`config.mk`:
```
export PLATFORM = sky130hd
export DESIGN_NAME = fifo_queue_with_search
export DESIGN_NICKNAME = d
export VERILOG_FILES = /design/src/rtl/core/fqs_pkg.sv /design/src/rtl/core/fqs_cell.sv /design/src/rtl/core/fifo_queue_with_search.sv
export SDC_FILE = /design/constraint.sdc
export NUM_CORES = 1
export LEC_CHECK = 0
export BUFFER_PORTS_ARGS = -buffer_cell sky130_fd_sc_hd__buf_2
export CORE_MARGIN = 2
export CORE_UTILIZATION = 60
export CTS_CLUSTER_DIAMETER = 40
export DETAILED_ROUTE_END_ITERATION = 7
export PLACE_DENSITY = 0.89
export SETUP_SLACK_MARGIN = 0.3
export SLEW_MARGIN = 20
export SYNTH_ARGS = -nofsm -noshare
export SYNTH_HDL_FRONTEND = slang
export SYNTH_SLANG_ARGS = --single-unit
```
`constraint.sdc`:
```
create_clock -name clock -period 13.9 [get_ports clock]
set_input_delay 0.695 -clock clock [delete_from_list [all_inputs] [get_ports clock]]
set_output_delay 0.695 -clock clock [all_outputs]
set_load 0.005 [all_outputs]
```
`src/rtl/core/fqs_pkg.sv`:
```
package fqs_pkg;

   localparam int DEPTH_DEF = 16;

   localparam logic [1:0] OP_PUSH   = 2'd0;
   localparam logic [1:0] OP_POP    = 2'd1;
   localparam logic [1:0] OP_SEARCH = 2'd2;

   localparam logic [1:0] ERR_OK    = 2'd0;
   localparam logic [1:0] ERR_EMPTY = 2'd1;
   localparam logic [1:0] ERR_FULL  = 2'd2;

   typedef struct packed {
      logic [1:0]         op;
      logic signed [31:0] data_value;
   } req_type;

   typedef struct packed {
      logic signed [31:0] popped_value;
      logic               found;
      logic [3:0]         distance;
      logic signed [31:0] head_value;
      logic               empty_res;
      logic [4:0]         occupancy;
      logic [1:0]         error_code;
   } rsp_type;

   // per-cell control: shift towards the head, or load the broadcast word
   typedef struct packed {
      logic shift;
      logic load;
   } cell_ctl_type;

endpackage

```
`src/rtl/core/fqs_cell.sv`:
```
module fqs_cell (
   input  logic                 clock,
   input  fqs_pkg::cell_ctl_type ctl,
   input  logic [31:0]          shift_in,
   input  logic [31:0]          bcast,
   output logic [31:0]          value
);

   logic [31:0] value_ff;
   logic [31:0] value_in;

   // load beats shift: the rotating head word lands in the last occupied cell
   always_comb begin
      value_in = value_ff;
      if (ctl.load) begin
         value_in = bcast;
      end else if (ctl.shift) begin
         value_in = shift_in;
      end
   end

   always_ff @(posedge clock) begin
      value_ff <= value_in;
   end

   assign value = value_ff;

endmodule

```
`src/rtl/core/fifo_queue_with_search.sv`:
```
// Queue of signed 32-bit words held in a row of DEPTH shift cells, cell 0 = head.
// Push, pop and unused opcodes: result registered in the cycle after accept;
// 1 word/cycle unless a held result stalls the input. Search: the words rotate
// through cell 0, one per cycle, and the result is registered once all entries
// have passed (at once when empty); the input stalls until the scan ends.
// Synchronous active-high reset empties the queue and drops any pending result;
// cell contents are not reset.
module fifo_queue_with_search #(
   parameter int DEPTH = fqs_pkg::DEPTH_DEF
) (
   input  logic             clock,
   input  logic             reset,
   input  logic             req_valid,
   output logic             req_stall,
   input  fqs_pkg::req_type req_data,
   output logic             rsp_valid,
   input  logic             rsp_stall,
   output fqs_pkg::rsp_type rsp_data
);

   localparam int CNTW = $clog2(DEPTH + 1);

   localparam logic ST_IDLE = 1'b0;
   localparam logic ST_SCAN = 1'b1;

   // ---- cell row ----
   logic [31:0]           cell_q [DEPTH];
   fqs_pkg::cell_ctl_type cell_ctl [DEPTH];
   logic                  shift_en;
   logic                  load_en;
   logic [CNTW-1:0]       load_idx;
   logic [31:0]           bcast;

   // ---- control registers ----
   logic            state_ff, state_in;
   logic [CNTW-1:0] count_ff, count_in;
   logic [CNTW-1:0] scan_ff, scan_in;     // position of the word now in cell 0
   logic [CNTW-1:0] dist_ff, dist_in;
   logic            found_ff, found_in;
   logic [31:0]     key_ff, key_in;
   logic [31:0]     head_ff, head_in;      // head word saved for the search result
   logic            rsp_valid_ff, rsp_valid_in;
   fqs_pkg::rsp_type rsp_data_ff, rsp_data_in;

   logic            accept;
   logic            rsp_take;
   logic            rsp_load;
   logic            match;
   logic            last_scan;
   logic [CNTW+4:0] occ_ext;
   logic [CNTW+3:0] dist_ext;
   logic [CNTW-1:0] dist_res;

   assign req_stall = (state_ff != ST_IDLE) || (rsp_valid_ff && rsp_stall);
   assign accept    = req_valid && !req_stall;
   assign rsp_take  = rsp_valid_ff && !rsp_stall;

   assign match     = (cell_q[0] == key_ff) && !found_ff;
   assign last_scan = (scan_ff == count_ff - CNTW'(1));

   // one decoder per cell: only the addressed cell takes the broadcast word
   for (genvar i = 0; i < DEPTH; i++) begin : g_cell
      logic [31:0] right;
      if (i == DEPTH - 1) begin : g_last
         assign right = cell_q[i];
      end else begin : g_mid
         assign right = cell_q[i+1];
      end
      assign cell_ctl[i].shift = shift_en;
      assign cell_ctl[i].load  = load_en && (load_idx == CNTW'(i));
      fqs_cell u_cell (
         .clock    (clock),
         .ctl      (cell_ctl[i]),
         .shift_in (right),
         .bcast    (bcast),
         .value    (cell_q[i])
      );
   end

   always_comb begin
      state_in    = state_ff;
      count_in    = count_ff;
      scan_in     = scan_ff;
      dist_in     = dist_ff;
      found_in    = found_ff;
      key_in      = key_ff;
      head_in     = head_ff;
      shift_en    = 1'b0;
      load_en     = 1'b0;
      load_idx    = count_ff;
      bcast       = req_data.data_value;
      rsp_load    = 1'b0;
      dist_res    = '0;
      rsp_data_in = rsp_data_ff;
      rsp_data_in.popped_value = '0;
      rsp_data_in.found        = 1'b0;
      rsp_data_in.error_code   = fqs_pkg::ERR_OK;
      rsp_data_in.head_value   = (count_ff == '0) ? '0 : cell_q[0];

      case (state_ff)
         ST_IDLE: begin
            if (accept) begin
               rsp_load = 1'b1;
               case (req_data.op)
                  fqs_pkg::OP_PUSH: begin
                     if (count_ff == CNTW'(DEPTH)) begin
                        rsp_data_in.error_code = fqs_pkg::ERR_FULL;
                     end else begin
                        load_en  = 1'b1;
                        count_in = count_ff + CNTW'(1);
                        if (count_ff == '0) begin
                           rsp_data_in.head_value = req_data.data_value;
                        end
                     end
                  end
                  fqs_pkg::OP_POP: begin
                     if (count_ff == '0) begin
                        rsp_data_in.error_code = fqs_pkg::ERR_EMPTY;
                     end else begin
                        shift_en = 1'b1;
                        count_in = count_ff - CNTW'(1);
                        rsp_data_in.popped_value = cell_q[0];
                        rsp_data_in.head_value   = (count_ff == CNTW'(1)) ? '0 : cell_q[1];
                     end
                  end
                  fqs_pkg::OP_SEARCH: begin
                     // empty queue: nothing to scan, answer at once
                     if (count_ff != '0) begin
                        rsp_load = 1'b0;
                        state_in = ST_SCAN;
                        scan_in  = '0;
                        dist_in  = '0;
                        found_in = 1'b0;
                        key_in   = req_data.data_value;
                        head_in  = cell_q[0];
                     end
                  end
                  default: begin
                  end
               endcase
            end
         end
         ST_SCAN: begin
            // rotate: every cell shifts, the head word goes to the last occupied cell
            shift_en = 1'b1;
            load_en  = 1'b1;
            load_idx = count_ff - CNTW'(1);
            bcast    = cell_q[0];
            scan_in  = scan_ff + CNTW'(1);
            if (match) begin
               found_in = 1'b1;
               dist_in  = scan_ff;
            end
            if (last_scan) begin
               rsp_load = 1'b1;
               state_in = ST_IDLE;
               rsp_data_in.found      = found_ff || match;
               rsp_data_in.head_value = head_ff;
               dist_res = match ? scan_ff : dist_ff;
            end
         end
         default: begin
            state_in = ST_IDLE;
         end
      endcase

      // distance and occupancy keep only their low bits for wide queues
      dist_ext = {4'b0, dist_res};
      occ_ext  = {5'b0, count_in};
      rsp_data_in.distance  = dist_ext[3:0];
      rsp_data_in.occupancy = occ_ext[4:0];
      rsp_data_in.empty_res = (count_in == '0);

      if (rsp_load) begin
         rsp_valid_in = 1'b1;
      end else if (rsp_take) begin
         rsp_valid_in = 1'b0;
      end else begin
         rsp_valid_in = rsp_valid_ff;
      end
   end

   always_ff @(posedge clock) begin
      if (reset) begin
         state_ff     <= ST_IDLE;
         count_ff     <= '0;
         rsp_valid_ff <= 1'b0;
         found_ff     <= 1'b0;
         scan_ff      <= '0;
         dist_ff      <= '0;
      end else begin
         state_ff     <= state_in;
         count_ff     <= count_in;
         rsp_valid_ff <= rsp_valid_in;
         found_ff     <= found_in;
         scan_ff      <= scan_in;
         dist_ff      <= dist_in;
      end
   end

   always_ff @(posedge clock) begin
      key_ff  <= key_in;
      head_ff <= head_in;
      if (rsp_load) begin
         rsp_data_ff <= rsp_data_in;
      end
   end

   assign rsp_valid = rsp_valid_ff;
   assign rsp_data  = rsp_data_ff;

   // ---- checks ----
   a_count_bound: assert property (@(posedge clock) disable iff (reset)
      count_ff <= CNTW'(DEPTH))
      else $error("occupancy beyond queue depth");

   a_scan_bound: assert property (@(posedge clock) disable iff (reset)
      (state_ff == ST_SCAN) |-> (scan_ff < count_ff))
      else $error("scan position past last entry");

   a_scan_no_rsp: assert property (@(posedge clock) disable iff (reset)
      (state_ff == ST_SCAN) |-> !rsp_valid_ff)
      else $error("search running while a result is pending");

   a_count_steady: assert property (@(posedge clock) disable iff (reset)
      (state_ff == ST_SCAN) |=> $stable(count_ff))
      else $error("occupancy changed during search");

endmodule

```
==> impl_metrics.json <==
{
  "outcome": "completed",
  "power_frac_seq_pct": 49.5,
  "net-switching-power_mw": 0.986,
  "post_cts_resized": 0,
  "cts_setup_buffers": 0,
  "drv.max_cap_violation_count": 0,
  "final_max_slew_viol_count": 0,
  "syn_nets": 1807,
  "cp.required_ns": 14.13,
  "core_region_area_um2": 47800,
  "worst-path-max-fanout": 77,
  "start_util_pct": 60.9,
  "clk-insertion-delay-late_ns": 0.61,
  "ir_drop_mv": 0.134,
  "synth_edf_count": 653,
  "synth-main-ff-cell": "sky130_fd_sc_hd__edfxtp_1",
  "cts_htree_levels": 3,
  "post_layout_util_pct": 69.2,
  "yosys_warnings": 0,
  "min-delay-path-class": "input port to flop",
  "tritoncts": "yes",
  "netlist_instances": 1764,
  "hold_slack_ns": 0.300,
  "max_stage_delay_ns": 0.84,
  "seqCellArea_um2": 20000,
  "wire_length_of_the_first_global_routing_pass_um": 89100,
  "share_comb_of_total_power_pct": 4.3,
  "grt_overflow_total": 0,
  "rsz_0062_raised_after_global_routing": "false",
  "relSlewSlack_pct": 27.4,
  "endpoint_kind": "flop",
  "layout.cells.most_common_list": "sky130_fd_sc_hd__edfxtp_1, sky130_fd_sc_hd__mux2_2, sky130_fd_sc_hd__buf_2",
  "grt_start_max_net_pins": 85,
  "timing.final.crit_period_ns": 3.83,
  "first_iter_violations": 1459,
  "syn2layout_area_growth_pct": 13.6,
  "sw_frac_of_total_pct": 21.4,
  "critical_path_buf_inv_count": 2,
  "floorplan.die_area_um2": 50300,
  "cts.sinks": 670,
  "viasPerCell": 6.13,
  "worst-endpoint-arrival_ns": 4.06,
  "worstMarginPinSlew_ns": 1.09,
  "clk_root_buffer_cell": "sky130_fd_sc_hd__clkbuf_16",
  "cts_inserted_buffers": 79,
  "hpwlAfterDp_um": 36700,
  "multiInputGateArea_um2": 8690,
  "fin_nets": 1921,
  "cell_area_power_density_nw_per_um2": 139,
  "postSynthRegisterBits": 670,
  "p_int_mw": 3.62,
  "synth.lib_cells_used.distinct": 55,
  "p_leak_nw": 11.0,
  "fp.dieW_um": 224,
  "layout_worst_path_cycle_share_pct": 27.6,
  "totalNegativeSetupSlack_ns": 0,
  "clock_power_share_pct": 46.2,
  "path_delay_family": "simple AND/OR/NAND/NOR gates",
  "portBuffers": 116,
  "setup_viol": 0,
  "seq_area_frac_synth_pct": 68.5,
  "cpMaxStageDelayCell": "sky130_fd_sc_hd__nand2_4",
  "final_layout_size_suffix_gt1_share_pct": 40.1,
  "num_vias": 15700,
  "fill_cells": 2910,
  "routed_wire_length_per_instance_um": 22.2,
  "io_pins": 117,
  "drt-total-wl_um": 56800,
  "cp_cell_sequence": "inv_1, ha_1, nor2b_1, o311a_1, nor3_2, buf_4, nand2_1, nand2_4",
  "drc": 0,
  "syn-cell-area_um2": 29100,
  "rows": 80,
  "path_class": "flop to flop",
  "first_global_vias": 16000,
  "timing.fmax_mhz": 261,
  "synth-async-reset-ratio_pct": 0,
  "cts-hold-fix-buffers": 0,
  "syn-mean-instance-area_um2": 16.5,
  "die_height_um": 224,
  "final.setup_skew_ns": 0.0199,
  "gpl.final_weighted_congestion": 0.874,
  "crit_path_start_kind": "flop",
  "drt-pass1-iter-count": 5,
  "leading_cell_type_in_the_layout_fill_and_taps_excluded": "sky130_fd_sc_hd__edfxtp_1",
  "clk_transition_reported_paths_ns": 0.06,
  "clk_path_buf_depth": 3,
  "initial_antenna_violation_count": 1,
  "groute.usage.overall_pct": 22.8,
  "antenna_violating_nets_post_route": 0,
  "hold_violations": 0
}
-- final cells by class --
class	count	area share, %
Multi-Input combinational cell	948	26.3
Clock buffer	94	6.40
Sequential cell	670	60.3
Clock inverter	53	1.86
Tap cell	615	2.32
Inverter	25	0.283
Antenna cell	1	0.00756
Timing Repair Buffer	154	2.62
-- power by group through the flow --
stage,Clock [mW],Sequential [mW],Combinational (mW)
after global placement,0,2.32,0.185
final,2.13,2.28,0.199
after detailed placement,0,2.32,0.194
after global routing,2.24,2.29,0.215
after floorplan,0,2.32,0.117
after CTS,2.16,2.28,0.198
-- metrics by stage --
step / cell area, um2 / setup WS, ns / instances / power, mW
final: 33100 / 10.07 / 2560 / 4.61
after global routing: 33100 / 9.84 / 2560 / 4.74
after global placement: 30400 / 10.19 / 2412 / 2.50
after detailed placement: 30400 / 9.99 / 2412 / 2.52
after floorplan: 29100 / 9.28 / 1764 / 2.44
after CTS: 33100 / 10.0 / 2559 / 4.64
-- Yosys cell counts (all sizes together), types with 14 or more instances --
library cell,count,area share (%)
mux2,512,20
nor2,44,0.57
a21oi,62,1.1
and2,34,0.73
dfxtp,17,1.2
o21ai,21,0.36
nand2,53,0.69
buf,64,1.2
o2bb2ai,14,0.42
xor2,35,1.1
mux2i,22,0.76
a31oi,14,0.30
inv,25,0.32
edfxtp,653,67
clkbuf,57,0.74
nand3,19,0.33
-- path summary, 6_finish.rpt --
check                                from                       to  slack (ns)  depth (start not counted)
setup / recovery   count_ff[0]$_SDFF_PP0_   rsp_data[20]$_DFFE_PP_       10.07                          8
hold / removal               req_data[20]     key_ff[20]$_DFFE_PP_        0.30                          1
setup reg to reg   count_ff[0]$_SDFF_PP0_   rsp_data[20]$_DFFE_PP_       10.07                          8
hold reg to reg   scan_ff[4]$_SDFFE_PP0P_  scan_ff[4]$_SDFFE_PP0P_        0.52                          2
-- cells by family after synthesis --
family          after synthesis  share of synthesized area [%]
compound gates              159                           3.59
xor+xnor                     41                           1.23
fa+ha+maj                     5                          0.215
buf+inv                     146                           2.23
flops                       670                           68.5
mux                         534                           20.5
simple gates                209                           3.72
-- registers in the layout, summed over array words and instances (netlist names) --
| signal | flops |
|---|---|
| g_cell.u_cell.value | 512 |
| rsp_data | 77 |
| head_ff | 32 |
| key_ff | 32 |
| count_ff | 5 |
| scan_ff | 5 |
| dist_ff | 4 |
| found_ff | 1 |
| rsp_valid | 1 |
| state_ff | 1 |
-- per-layer routing --
layer	global-route usage [%]	wire [um]	vias to the layer above	share of wire, %
li1	-	-	7026	-
met3	4.34	3500	122	6.1
met2	38.0	28300	607	50
met1	30.0	23300	7940	41
met5	0	0	-	0
met4	8.91	1750	0	3.1
No activity file was read; power rests on OpenSTA's default activity.
